--- config.mk ---
export PLATFORM = sky130hd
export DESIGN_NAME = psg_tone_noise_generator_unit
export DESIGN_NICKNAME = d
export VERILOG_FILES = /design/src/psgtn_pkg.sv /design/src/psgtn_tone.sv /design/src/psg_tone_noise_generator_unit.sv
export SDC_FILE = /design/constraint.sdc
export NUM_CORES = 1
export LEC_CHECK = 0
export ABC_AREA = 1
export BUFFER_PORTS_ARGS = -buffer_cell sky130_fd_sc_hd__buf_2
export CAP_MARGIN = 40
export CORE_MARGIN = 2
export CORE_UTILIZATION = 30
export DETAILED_ROUTE_END_ITERATION = 10
export PLACE_DENSITY = 0.55
export SLEW_MARGIN = 40
export SYNTH_ARGS = -nofsm -noshare
export SYNTH_HDL_FRONTEND = slang
export SYNTH_SLANG_ARGS = --single-unit
--- constraint.sdc ---
create_clock -name clk -period 6.9 [get_ports clk]
set_input_delay 1.38 -clock clk [delete_from_list [all_inputs] [get_ports clk]]
set_output_delay 1.38 -clock clk [all_outputs]
set_load 0.05 [all_outputs]
--- src/psgtn_pkg.sv ---
package psgtn_pkg;

  localparam int PERIOD_W = 10;
  localparam int ATT_W    = 4;
  localparam int LEVEL_W  = 7;

  localparam logic [15:0]         NOISE_SEED  = 16'h8000;
  localparam logic [ATT_W-1:0]    ATT_SILENT  = 4'hF;
  localparam logic [1:0]          CH_NOISE    = 2'd3;
  localparam logic                OP_WRITE    = 1'b0;

  localparam logic [1:0] RATE_16   = 2'd0;
  localparam logic [1:0] RATE_32   = 2'd1;
  localparam logic [1:0] RATE_64   = 2'd2;
  localparam logic [1:0] RATE_TONE = 2'd3;

  // next-state view of one counter channel, used by the mixer
  typedef struct packed {
    logic active;
    logic sign;
  } tone_stat_t;

  function automatic logic [PERIOD_W-1:0] noise_reload(input logic [1:0] rate,
                                                       input logic [PERIOD_W-1:0] tone2);
    logic [PERIOD_W-1:0] v;
    unique case (rate)
      RATE_16:   v = PERIOD_W'(16'h0010);
      RATE_32:   v = PERIOD_W'(16'h0020);
      RATE_64:   v = PERIOD_W'(16'h0040);
      RATE_TONE: v = tone2;
      default:   v = tone2;
    endcase
    return v;
  endfunction

endpackage

--- src/psgtn_tone.sv ---
module psgtn_tone (
  input  logic                             clk,
  input  logic                             rst_n,
  input  logic                             tick_en,
  input  logic [psgtn_pkg::PERIOD_W-1:0]   period,
  output psgtn_pkg::tone_stat_t            stat_nxt
);

  logic [psgtn_pkg::PERIOD_W-1:0] cnt_r, cnt_nxt;
  logic                           sign_r, sign_nxt;

  always_comb begin
    cnt_nxt  = cnt_r;
    sign_nxt = sign_r;
    if (tick_en) begin
      if (cnt_r != '0) begin
        cnt_nxt = cnt_r - 1'b1;
      end else begin
        cnt_nxt  = period;
        sign_nxt = ~sign_r;
      end
    end
  end

  assign stat_nxt.active = (cnt_nxt != '0);
  assign stat_nxt.sign   = sign_nxt;

  always_ff @(posedge clk) begin
    if (!rst_n) begin
      cnt_r  <= '0;
      sign_r <= 1'b0;
    end else begin
      cnt_r  <= cnt_nxt;
      sign_r <= sign_nxt;
    end
  end

endmodule

--- src/psg_tone_noise_generator_unit.sv ---
// three-tone, one-noise sound generator
// input channel: in_valid / in_stall with in_op (0 = register write byte,
//   1 = one chip clock tick) and in_data_byte (ignored on a tick)
// output channel: out_valid / out_stall with out_sample_level, the signed mix
//   after the item in units of 1/60 full scale (range -45 to 60)
// every input item gives exactly one output item, in order
// an accepted item passes the input register, then state update and mix into
//   the output register
// throughput: one item per cycle when not stalled; all channel counters,
//   the noise shift register and the four-term mix update in one state stage
// a stalled output holds its item; the stage behind it keeps one more item
//   in the input register and in_stall rises only when both are full
// synchronous reset: all channels silent (attenuation 15), periods and
//   counters zero, signs positive, noise shift register at its seed,
//   both stages empty
module psg_tone_noise_generator_unit (
  input  logic                                  clk,
  input  logic                                  rst_n,
  input  logic                                  in_valid,
  output logic                                  in_stall,
  input  logic                                  in_op,
  input  logic [7:0]                            in_data_byte,
  output logic                                  out_valid,
  input  logic                                  out_stall,
  output logic signed [psgtn_pkg::LEVEL_W-1:0]  out_sample_level
);

  localparam int PW = psgtn_pkg::PERIOD_W;
  localparam int AW = psgtn_pkg::ATT_W;
  localparam int LW = psgtn_pkg::LEVEL_W;

  // input stage
  logic       v1_r;
  logic       op1_r;
  logic [7:0] byte1_r;
  logic       adv;

  assign adv      = v1_r && (!out_valid || !out_stall);
  assign in_stall = v1_r && !adv;

  always_ff @(posedge clk) begin
    if (!rst_n) begin
      v1_r <= 1'b0;
    end else if (!in_stall) begin
      v1_r <= in_valid;
    end
  end

  always_ff @(posedge clk) begin
    if (in_valid && !in_stall) begin
      op1_r   <= in_op;
      byte1_r <= in_data_byte;
    end
  end

  // architectural state
  logic [AW-1:0] att_r    [4];
  logic [AW-1:0] att_nxt  [4];
  logic [PW-1:0] period_r [3];
  logic [PW-1:0] period_nxt [3];
  logic [2:0]    nctl_r, nctl_nxt;
  logic [1:0]    lat_ch_r, lat_ch_nxt;
  logic          lat_vol_r, lat_vol_nxt;
  logic [PW-1:0] ncnt_r, ncnt_nxt;
  logic          nsign_r, nsign_nxt;
  logic [15:0]   nshift_r, nshift_nxt;
  logic          nbit_r, nbit_nxt;

  logic is_write, is_tick;
  assign is_write = adv && (op1_r == psgtn_pkg::OP_WRITE);
  assign is_tick  = adv && (op1_r != psgtn_pkg::OP_WRITE);

  // register write decode
  always_comb begin
    for (int i = 0; i < 4; i++) att_nxt[i] = att_r[i];
    for (int i = 0; i < 3; i++) period_nxt[i] = period_r[i];
    nctl_nxt    = nctl_r;
    lat_ch_nxt  = lat_ch_r;
    lat_vol_nxt = lat_vol_r;
    if (is_write) begin
      if (byte1_r[7]) begin
        lat_ch_nxt  = byte1_r[6:5];
        lat_vol_nxt = byte1_r[4];
      end
      if (lat_vol_nxt) begin
        att_nxt[lat_ch_nxt] = byte1_r[3:0];
      end else if (lat_ch_nxt == psgtn_pkg::CH_NOISE) begin
        nctl_nxt = byte1_r[2:0];
      end else if (byte1_r[7]) begin
        period_nxt[lat_ch_nxt[1:0]][3:0] = byte1_r[3:0];
      end else begin
        period_nxt[lat_ch_nxt[1:0]][9:4] = byte1_r[5:0];
      end
    end
  end

  logic noise_ctl_wr;
  assign noise_ctl_wr = is_write && !lat_vol_nxt && (lat_ch_nxt == psgtn_pkg::CH_NOISE);

  // tone channels
  psgtn_pkg::tone_stat_t tstat [3];

  for (genvar g = 0; g < 3; g++) begin : g_tone
    psgtn_tone u_tone (
      .clk      (clk),
      .rst_n    (rst_n),
      .tick_en  (is_tick),
      .period   (period_r[g]),
      .stat_nxt (tstat[g])
    );
  end

  // noise channel: shift on every second reload
  always_comb begin
    ncnt_nxt   = ncnt_r;
    nsign_nxt  = nsign_r;
    nshift_nxt = nshift_r;
    nbit_nxt   = nbit_r;
    if (noise_ctl_wr) begin
      nshift_nxt = psgtn_pkg::NOISE_SEED;
    end
    if (is_tick) begin
      if (ncnt_r != '0) begin
        ncnt_nxt = ncnt_r - 1'b1;
      end else begin
        ncnt_nxt  = psgtn_pkg::noise_reload(nctl_r[1:0], period_r[2]);
        nsign_nxt = ~nsign_r;
        if (nsign_r) begin
          nbit_nxt   = nshift_r[0];
          nshift_nxt = {(nctl_r[2] ? (nshift_r[0] ^ nshift_r[3]) : nshift_r[0]),
                        nshift_r[15:1]};
        end
      end
    end
  end

  // mix of the state after this item
  logic signed [LW-1:0] mix;
  always_comb begin
    logic signed [LW-1:0] amp;
    mix = '0;
    for (int i = 0; i < 3; i++) begin
      amp = $signed({{(LW-AW){1'b0}}, ~att_nxt[i]});
      if (tstat[i].active) begin
        mix = tstat[i].sign ? (mix - amp) : (mix + amp);
      end
    end
    amp = $signed({{(LW-AW){1'b0}}, ~att_nxt[3]});
    if ((ncnt_nxt != '0) && nbit_nxt) begin
      mix = mix + amp;
    end
  end

  always_ff @(posedge clk) begin
    if (!rst_n) begin
      for (int i = 0; i < 4; i++) att_r[i] <= psgtn_pkg::ATT_SILENT;
      for (int i = 0; i < 3; i++) period_r[i] <= '0;
      nctl_r    <= '0;
      lat_ch_r  <= '0;
      lat_vol_r <= 1'b0;
      ncnt_r    <= '0;
      nsign_r   <= 1'b0;
      nshift_r  <= psgtn_pkg::NOISE_SEED;
      nbit_r    <= 1'b0;
    end else begin
      for (int i = 0; i < 4; i++) att_r[i] <= att_nxt[i];
      for (int i = 0; i < 3; i++) period_r[i] <= period_nxt[i];
      nctl_r    <= nctl_nxt;
      lat_ch_r  <= lat_ch_nxt;
      lat_vol_r <= lat_vol_nxt;
      ncnt_r    <= ncnt_nxt;
      nsign_r   <= nsign_nxt;
      nshift_r  <= nshift_nxt;
      nbit_r    <= nbit_nxt;
    end
  end

  // output register
  logic                 out_valid_r;
  logic signed [LW-1:0] level_r;

  always_ff @(posedge clk) begin
    if (!rst_n) begin
      out_valid_r <= 1'b0;
    end else if (adv) begin
      out_valid_r <= 1'b1;
    end else if (!out_stall) begin
      out_valid_r <= 1'b0;
    end
  end

  always_ff @(posedge clk) begin
    if (adv) begin
      level_r <= mix;
    end
  end

  assign out_valid        = out_valid_r;
  assign out_sample_level = level_r;

endmodule

# Word level (Yosys, flattened, before mapping)
# Memory sizes are Yosys's and may differ from the RTL's.
# Cells that the tools add are included.
classes:
  n_addsub: 10
  n_mul: 0
  n_div: 0
  n_lt_le_gt_ge: 2
  n_eq_ne: 6
  shift: 0
  muxes: 62
  bitwise_logic: 20
  reduce_logical: 26
ops:
  columns: ["cell", "n"]
  rows:
  - ["$mux 10", 12]
  - ["$mux 30", 4]
  - ["$mux 16", 6]
  - ["$reduce_bool 10->1", 8]
  - ["$bwmux 30", 2]
  - ["$mux 7", 7]
  - ["$demux 10 s2", 2]
  - ["$pmux 10 s4", 1]
  - ["$sub 10x1->10 const B", 4]
  - ["$mux 4", 6]
  - ["$add 7x5->7", 3]
  - ["$mux 1", 17]
  - ["$bwmux 16", 1]
  - ["$not 4->4", 4]
  - ["$sub 7x5->7", 2]
  - ["$logic_and 1x1->1", 9]
  - ["$demux 4 s2", 1]
  - ["$eq 2x2->1 const B", 4]
  - ["$not 1->1", 7]
  - ["$or 1x1->1", 7]
  - ["$mux 2", 3]
  - ["$logic_not 1->1", 5]
  - ["$sub 1x4->5 const A", 1]
  - ["$ge 3x3->1 const B", 1]
  - ["other kinds (9)", 9]
totals:
  register_bits: 85
  latch_bits: 0
  ramBits: 46
  mem_bits_ro: 0
  inputBits: 13
  output_inout_bits: 9
  wordCells: 146
  memories: 2
mem_list:
  columns: ["name", "words", "width", "read_ports", "rd_ports_with_merged_regs", "write_ports", "line_no", "source"]
  rows:
  - ["period_r", 3, 10, 3, 0, 3, "psg_tone_noise_generator_unit.sv:59", "logic [PW-1:0] period_r [3];"]
  - ["att_r", 4, 4, 4, 0, 4, "psg_tone_noise_generator_unit.sv:57", "logic [AW-1:0] att_r [4];"]

# Longest topological paths before layout
# Gate-level depths: netlist of the first run.
depth:
  word_depth: 25
  depth_mapped: 37
  ltp_nobuf: 37

# By module
# A second synthesis of the first run with hierarchy kept.
hier_totals:
  cells_unflattened: 1106
  hier_area_um2: 7733.7
modules_own_cells:
  columns: ["module", "instances", "cells_each", "area_per_inst_um2", "seq_area_each_um2"]
  rows:
  - ["psg_tone_noise_generator_unit", 1, 689, 5158.7, 2122.0]
  - ["psgtn_tone", 3, 139, 858.3, 220.2]

# Least setup slack after synthesis of the first run
# Ideal clock, no wire load.
synth_timing:
  kind: "input-to-reg"
  startpoint: "in out_stall"
  endpoint: "reg level_r[4], in the netlist out_sample_level[4] (data pin)"
  setup_time_ns: 0.255
  arrival_time_ns: 5.764
  required_ns: 6.645
  path_slack_ns: 0.882
  path_stages: 32
  n_path_buf: 0
  path_cell_list: "nand2_2 -> nand2_1 -> inv_2 -> nand2_1 -> nor2_4 -> nand2_2 -> o21ai_0 -> inv_1 -> ha_1 -> nand3b_1 -> nand2_2 -> nand3_2 -> nand2_1 -> inv_1 -> ha_1 -> inv_1 -> a21oi_1 -> o31ai_1 -> ha_1 -> a21oi_1 -> and2_0 -> inv_1 -> nand3_1 -> a21oi_1 -> a31oi_1 -> ha_1 -> nand2_1 -> nor2_1 -> a211oi_1 -> nor2_1 -> o22ai_1 -> inv_1"
synth_lines:
  columns: ["item", "line_no", "source"]
  rows:
  - ["from (decl)", "psg_tone_noise_generator_unit.sv:24", "input logic out_stall,"]
  - ["to (signal assigned)", "psg_tone_noise_generator_unit.sv:194", "level_r <= mix;"]
  - ["to (decl)", "psg_tone_noise_generator_unit.sv:180", "logic signed [LW-1:0] level_r;"]

==> impl_metrics.py, run 1 <==
metrics = {
    "route": {
        "drt_iter0_markers": 278,
        "drt_wl_total_um": 17570,
        "route.vias.total": 6340,
        "drc": 0,
        "vias_per_cell": 4.608,
        "detail-route-antenna-nets": 0,
        "firstDrtPassIters": 5,
        "routedWlPerCell_um": 12.77,
    },
    "worst_hold_path": {
        "min_from": "period_r[0][2]",
        "min_path_type": "register to register",
    },
    "cells_and_area": {
        "finalInstanceArea_um2": 8362,
        "antenna_cells": 0,
        "drive_gt1_share_pct": 14.07,
        "area_growth_pct": 13.66,
        "num-nets-final": 1076,
    },
    "pwr": {
        "swShare_pct": 36.32,
        "combPwrFrac_pct": 29.8,
        "p_leak_nw": 3.742,
        "p_int_w": 0.001564,
        "pwr-share-seq_pct": 34.5,
        "p_per_area_nw_per_um2": 293.7,
        "max-vdd-ir-drop_uv": 157.9,
        "pwr-share-clk_pct": 35.7,
        "p_switching_w": 0.0008920,
    },
    "yosys": {
        "synthTopCellsByCount": "195 x nand2_1, 128 x inv_1, 126 x nor2_1",
        "yosys_warnings": 0,
        "ys_seq_area_share_pct": 37.82,
        "async_reset_ff_share_pct": 0,
        "synth_top_area_cell": "dfxtp_1",
        "synth-seq-cells": 131,
        "ys_top_cells_by_area": "dfxtp_1 31%, nand2_1 9.9%, edfxtp_1 6.5%",
        "syn_inst": 1021,
        "avgSynthCellArea_um2": 7.206,
        "synth_most_common_cell": "nand2_1",
        "yosysTopAreaCellShare_pct": 31.29,
        "synth_fp_nets": 1058,
        "synth_area_um2": 7357,
        "yosysUniqueCellTypes": 66,
        "synth-edff-count": 16,
        "synth_flop_cell": "dfxtp_1",
    },
    "worst_setup_path": {
        "critPathKind": "input port to register",
        "r2r-start": "byte1_r[7]",
        "worstPathRequired_ns": 7.08,
        "crit_start": "out_stall",
        "max_stage_delay_ns": 0.37,
        "cp.arrival_ns": 6.40,
        "crit_fanout": 9,
        "critical_path.top_delay_family": "simple AND/OR/NAND/NOR gates",
        "cpMostUsedCell": "inv_1",
        "critical_path.startpoint_type": "input port",
        "path_buf_inv": 7,
        "rrSetupSlack_ns": 1.40,
        "worstSetupEndpointType": "register",
        "crit_slowest_cell": "a211oi_1",
    },
    "sta": {
        "hold_viol": 0,
        "timing.fmax_mhz": 160.7,
        "fin_crit_ns": 6.222,
        "rsz0062_at_grt": "false",
        "maxSlewViolCount": 0,
        "slew_headroom_pct": 52.33,
        "tightest_slew_ns": 0.7134,
        "worst_slack_ns": 0.6784,
        "setup_viol": 0,
        "tns_ns": 0,
        "skew_ns": 0.01026,
        "fin_crit_sh_pct": 90.17,
    },
    "die": {
        "die_h_um": 160.6,
        "initial_core_util_pct": 30.43,
        "io_pins": 22,
        "core_um2": 24180,
        "die_width_um": 160.6,
        "dieArea_um2": 25790,
        "fp-row-count": 57,
    },
    "clock_network": {
        "cts_root_buf": "clkbuf_16",
        "clk_pin_slew_worst_paths_ns": 0.06,
        "cts_max_level": 4,
        "tritoncts": "built",
        "holdBufCountCts": 0,
        "cts_sinks": 131,
        "cts.path.max_buffers": 2,
        "cts_setup_buffers": 0,
        "cts.repair.resized": 0,
        "cts-buffers-inserted": 17,
        "clk-insertion-delay-late_ns": 0.43,
    },
    "global_routing": {
        "grt_max_degree": 70,
        "grt_pass1_vias": 5982,
        "antenna_found_initial": 0,
        "gr-total-overflow": 0,
        "grt_pass1_wl_um": 29470,
        "grt_use_total_pct": 14.18,
    },
    "placement": {
        "dp_hpwl_um": 12660,
        "place.gp.congestion": 0.8384,
        "postPlaceCellArea_um2": 7784,
        "io_buffers": 21,
        "dp_slack_ns": 0.2936,
    },
    "outcome": {
        "status": "finished clean",
    },
    "flow_run": {
        "cap_violations": 0,
    },
}
logic make-up after synthesis:
group,after synthesis,share of synthesized area [%]
AO/OA/AOI/OAI,200,15.99
XOR/XNOR,23,2.738
adder cells (fa/ha/maj),24,4.286
buffers and inverters,176,9.490
flip-flops,131,37.82
multiplexers,6,0.9864
AND/OR/NAND/NOR,461,28.69
power by group through the flow:
stage	Sequential, W	Clock [W]	Combinational (W)
floorplan	0.000886	0	0.000564
global placement	0.000864	0	0.000726
detailed placement	0.000864	0	0.000731
CTS	0.000847	0.000898	0.000734
global route	0.000850	0.000934	0.000842
finish	0.000847	0.000877	0.000732
stage by stage:
stage / util [%] / total power (W) / hold slack, ns / cells
after global placement: 32.17 / 0.001589 / 0.4401 / 1344
after global routing: 34.59 / 0.002626 / 0.4818 / 1376
after detailed placement: 32.19 / 0.001594 / 0.4500 / 1344
after CTS: 34.57 / 0.002479 / 0.4588 / 1376
after floorplan: - / 0.001450 / 0.4242 / 1021
final: 34.59 / 0.002456 / 0.4553 / 1376
sequential cells by signal, indices dropped and copies added, names as in the netlist:
register	cells
lat_ch_r	2
nbit_r	1
out_sample_level	7
att_r	16
byte1_r	8
ncnt_r	10
nshift_r	16
lat_vol_r	1
nctl_r	3
v1_r	1
period_r	30
g_tone.u_tone.sign_r	3
out_valid	1
g_tone.u_tone.cnt_r	30
op1_r	1
nsign_r	1
layer usage:
metal  vias up  share of wire, %  global-route usage, %
li1       3361                 -                      -
met1      2888                50                  19.04
met2        79                46                  23.32
met3        12               2.8                  2.970
met4         0              0.89                  3.522
met5         -                 0                      0
tightest hold or removal path, stage by stage, from the launching register on:
cell and delay [ns]:
dfxtp_1 0.29, inv_1 0.06, a21oi_1 0.05
placed cells by master, fill, tap and decap left out, types with 3 or more instances in the layout:
cell type  synthesis  routed
o21ai_2            6       6
o21a_1             6       6
o22ai_1            3       3
or2_1              3       3
inv_2             16      16
nand3_1           50      49
inv_1            128     128
xnor2_1            7       7
ha_1              22      22
nor2_4             5       5
edfxtp_1          16      16
a31oi_1            4       4
xor2_1            16      16
o211ai_1           8       8
buf_4              5       7
o21ai_0           83      83
nand3b_1           3       3
nand2_1          195     195
inv_6              0       6
mux2i_1            5       5
nor3_1            13      12
a21oi_1           63      63
nand2_2           18      18
nand4_1            8       8
nand3_2            8       9
dfxtp_1          115     115
nor2_1           126     126
buf_2              5      21
or2_2              7       7
clkbuf_16          0      18
o31ai_1            5       5
clkinv_4           1       3
nor2_2            13      13
worst paths after layout:
check | depth (start not counted) | end
worst max-delay path | 33 | out_sample_level[4]
worst min-delay path | 2 | period_r[0][2]
worst max register to register | 32 | out_sample_level[4]
worst min register to register | 2 | period_r[0][2]
final cells by class:
class / count / area [um^2]
sequential: 131 / 2783
clock inverter: 13 / 108.9
inverter: 147 / 556.8
fill: 2590 / 15820
clock buffer: 19 / 464.2
tap: 324 / 405.4
timing repair buffer: 28 / 157.7
multi-input combinational: 714 / 3886
(Power assumes the default switching activity.)
==> run 2, diff against run 1 <==
--- a/config.mk
+++ b/config.mk
@@ -12,6 +12,7 @@
 export CORE_UTILIZATION = 30
 export DETAILED_ROUTE_END_ITERATION = 10
 export PLACE_DENSITY = 0.55
+export REMOVE_ABC_BUFFERS = 1
 export SLEW_MARGIN = 40
 export SYNTH_ARGS = -nofsm -noshare
 export SYNTH_HDL_FRONTEND = slang
==> run 2 against run 1 <==
Against the previous run: utilization about the same; die area unchanged; worst hold slack better by 0.0057 ns; count of clock-buffer cells in the layout down 2; via count up 0.11%; critical path type unchanged; largest cell class unchanged.
==> impl_metrics.py, run 2 (synthesized netlist as in run 1, its figures left out) <==
metrics = {
    "outcome": {
        "status": "finished clean",
    },
    "global_routing": {
        "gr-total-overflow": 0,
        "grt_max_degree": 70,
        "grt_pass1_wl_um": 29700,
        "grt_pass1_vias": 6085,
        "antenna_found_initial": 0,
        "grt_use_total_pct": 14.20,
    },
    "placement": {
        "postPlaceCellArea_um2": 7791,
        "dp_hpwl_um": 12840,
        "place.gp.congestion": 0.8662,
        "io_buffers": 21,
    },
    "sta": {
        "tns_ns": 0,
        "hold_viol": 0,
        "skew_ns": 0.01101,
        "setup_viol": 0,
        "whs_ns": 0.4610,
        "maxSlewViolCount": 0,
        "rsz0062_at_grt": "false",
        "slew_headroom_pct": 54.69,
        "timing.fmax_mhz": 165.3,
        "fin_crit_ns": 6.049,
        "fin_crit_sh_pct": 87.67,
        "tightest_slew_ns": 0.6780,
    },
    "die": {
        "io_pins": 22,
        "initial_core_util_pct": 30.43,
        "core_um2": 24180,
        "dieArea_um2": 25790,
        "fp-row-count": 57,
        "die_h_um": 160.6,
        "die_width_um": 160.6,
    },
    "worst_hold_path": {
        "min_path_type": "register to register",
    },
    "clock_network": {
        "cts_root_buf": "clkbuf_16",
        "cts.path.max_buffers": 2,
        "tritoncts": "built",
        "cts.repair.resized": 0,
        "cts-buffers-inserted": 17,
        "clk-insertion-delay-late_ns": 0.43,
        "holdBufCountCts": 0,
        "cts_setup_buffers": 0,
        "clk_pin_slew_worst_paths_ns": 0.06,
        "cts_max_level": 4,
        "cts_sinks": 131,
    },
    "cells_and_area": {
        "drive_gt1_share_pct": 14.15,
        "antenna_cells": 0,
        "reg_top3": "g_tone.u_tone.cnt_r: 30 flops, period_r: 30 flops",
        "num-nets-final": 1077,
        "finalInstanceArea_um2": 8357,
        "area_growth_pct": 13.59,
        "final_common_cell": "nand2_1",
        "final_cell_mix": "195 x nand2_1, 128 x inv_1, 126 x nor2_1, 115 x dfxtp_1, 83 x o21ai_0",
    },
    "route": {
        "drc": 0,
        "routedWlPerCell_um": 12.77,
        "vias_per_cell": 4.609,
        "detail-route-antenna-nets": 0,
        "firstDrtPassIters": 5,
        "drt_iter0_markers": 394,
        "route.vias.total": 6347,
        "drt_wl_total_um": 17580,
    },
    "pwr": {
        "pwr-share-seq_pct": 34.6,
        "swShare_pct": 37.11,
        "p_int_w": 0.001540,
        "max-vdd-ir-drop_uv": 164.1,
        "power_w": 0.002449,
        "p_per_area_nw_per_um2": 293.0,
        "combPwrFrac_pct": 29.7,
        "p_switching_w": 0.0009087,
        "p_leak_nw": 3.742,
        "pwr-share-clk_pct": 35.7,
    },
    "worst_setup_path": {
        "critical_path.startpoint_type": "input port",
        "crit_fanout": 8,
        "worstPathRequired_ns": 7.08,
        "crit_slowest_cell": "a211oi_1",
        "cp.arrival_ns": 6.23,
        "max_stage_delay_ns": 0.36,
        "cpMostUsedCell": "inv_1",
        "worstSetupEndpointType": "register",
        "critPathKind": "input port to register",
    },
    "flow_run": {
        "cap_violations": 0,
    },
}
[run 2: cell count changes in the layout (fill, tap and decap cells not counted), moves of 2 or more]
cell / previous run / this run
inv_8: 1 / 4
clkinv_4: 3 / 1
inv_4: 2 / 0
inv_6: 6 / 8
[run 2: metal layers]
layer	wire (um)	up-vias	global-route usage, %
met5	0	-	0
met4	441	0	5.815
met3	661	28	2.893
met2	7907	102	22.90
met1	8569	2849	18.58
li1	-	3368	-
[run 2: final cells by class]
| class | instances | area [um^2] |
|---|---|---|
| clock buffer | 17 | 425.4 |
| fill | 2556 | 15820 |
| clock inverter | 15 | 135.1 |
| tap | 324 | 405.4 |
| multi-input combinational | 714 | 3886 |
| timing repair buffer | 29 | 165.2 |
| inverter | 147 | 556.8 |
| sequential | 131 | 2783 |
[run 2: path summary, 6_finish.rpt]
path	end	cells after the start	slack [ns]	startpoint
hold reg to reg	nshift_r[7]	2	0.46	nshift_r[7]
setup / recovery	out_sample_level[4]	33	0.85	out_stall
setup reg to reg	out_sample_level[4]	32	1.41	byte1_r[7]
hold / removal	nshift_r[7]	2	0.46	nshift_r[7]
[run 2: power groups by stage]
stage	clock network [W]	registers [W]	logic (W)
5_1_grt	0.000929	0.000851	0.000835
6_report	0.000874	0.000847	0.000728
2_1_floorplan	0	0.000887	0.000548
3_5_place_dp	0	0.000864	0.000728
4_1_cts	0.000892	0.000847	0.000732
3_3_place_gp	0	0.000864	0.000723
[run 2: critical path: cells and delay by family]
kind                     cells  cell delay [ns]
AO/OA/AOI/OAI                8             1.61
adder cells (fa/ha/maj)      4             1.14
buffers and inverters        7             0.44
AND/OR/NAND/NOR             14             1.64
[run 2: stage by stage]
step	std cells	utilization [%]	worst slack, ns
2_1_floorplan	992	-	0.5627
3_3_place_gp	1345	32.21	0.6463
3_5_place_dp	1345	32.23	0.4585
4_1_cts	1377	34.54	0.8955
5_1_grt	1377	34.57	0.3952
6_report	1377	34.57	0.8509
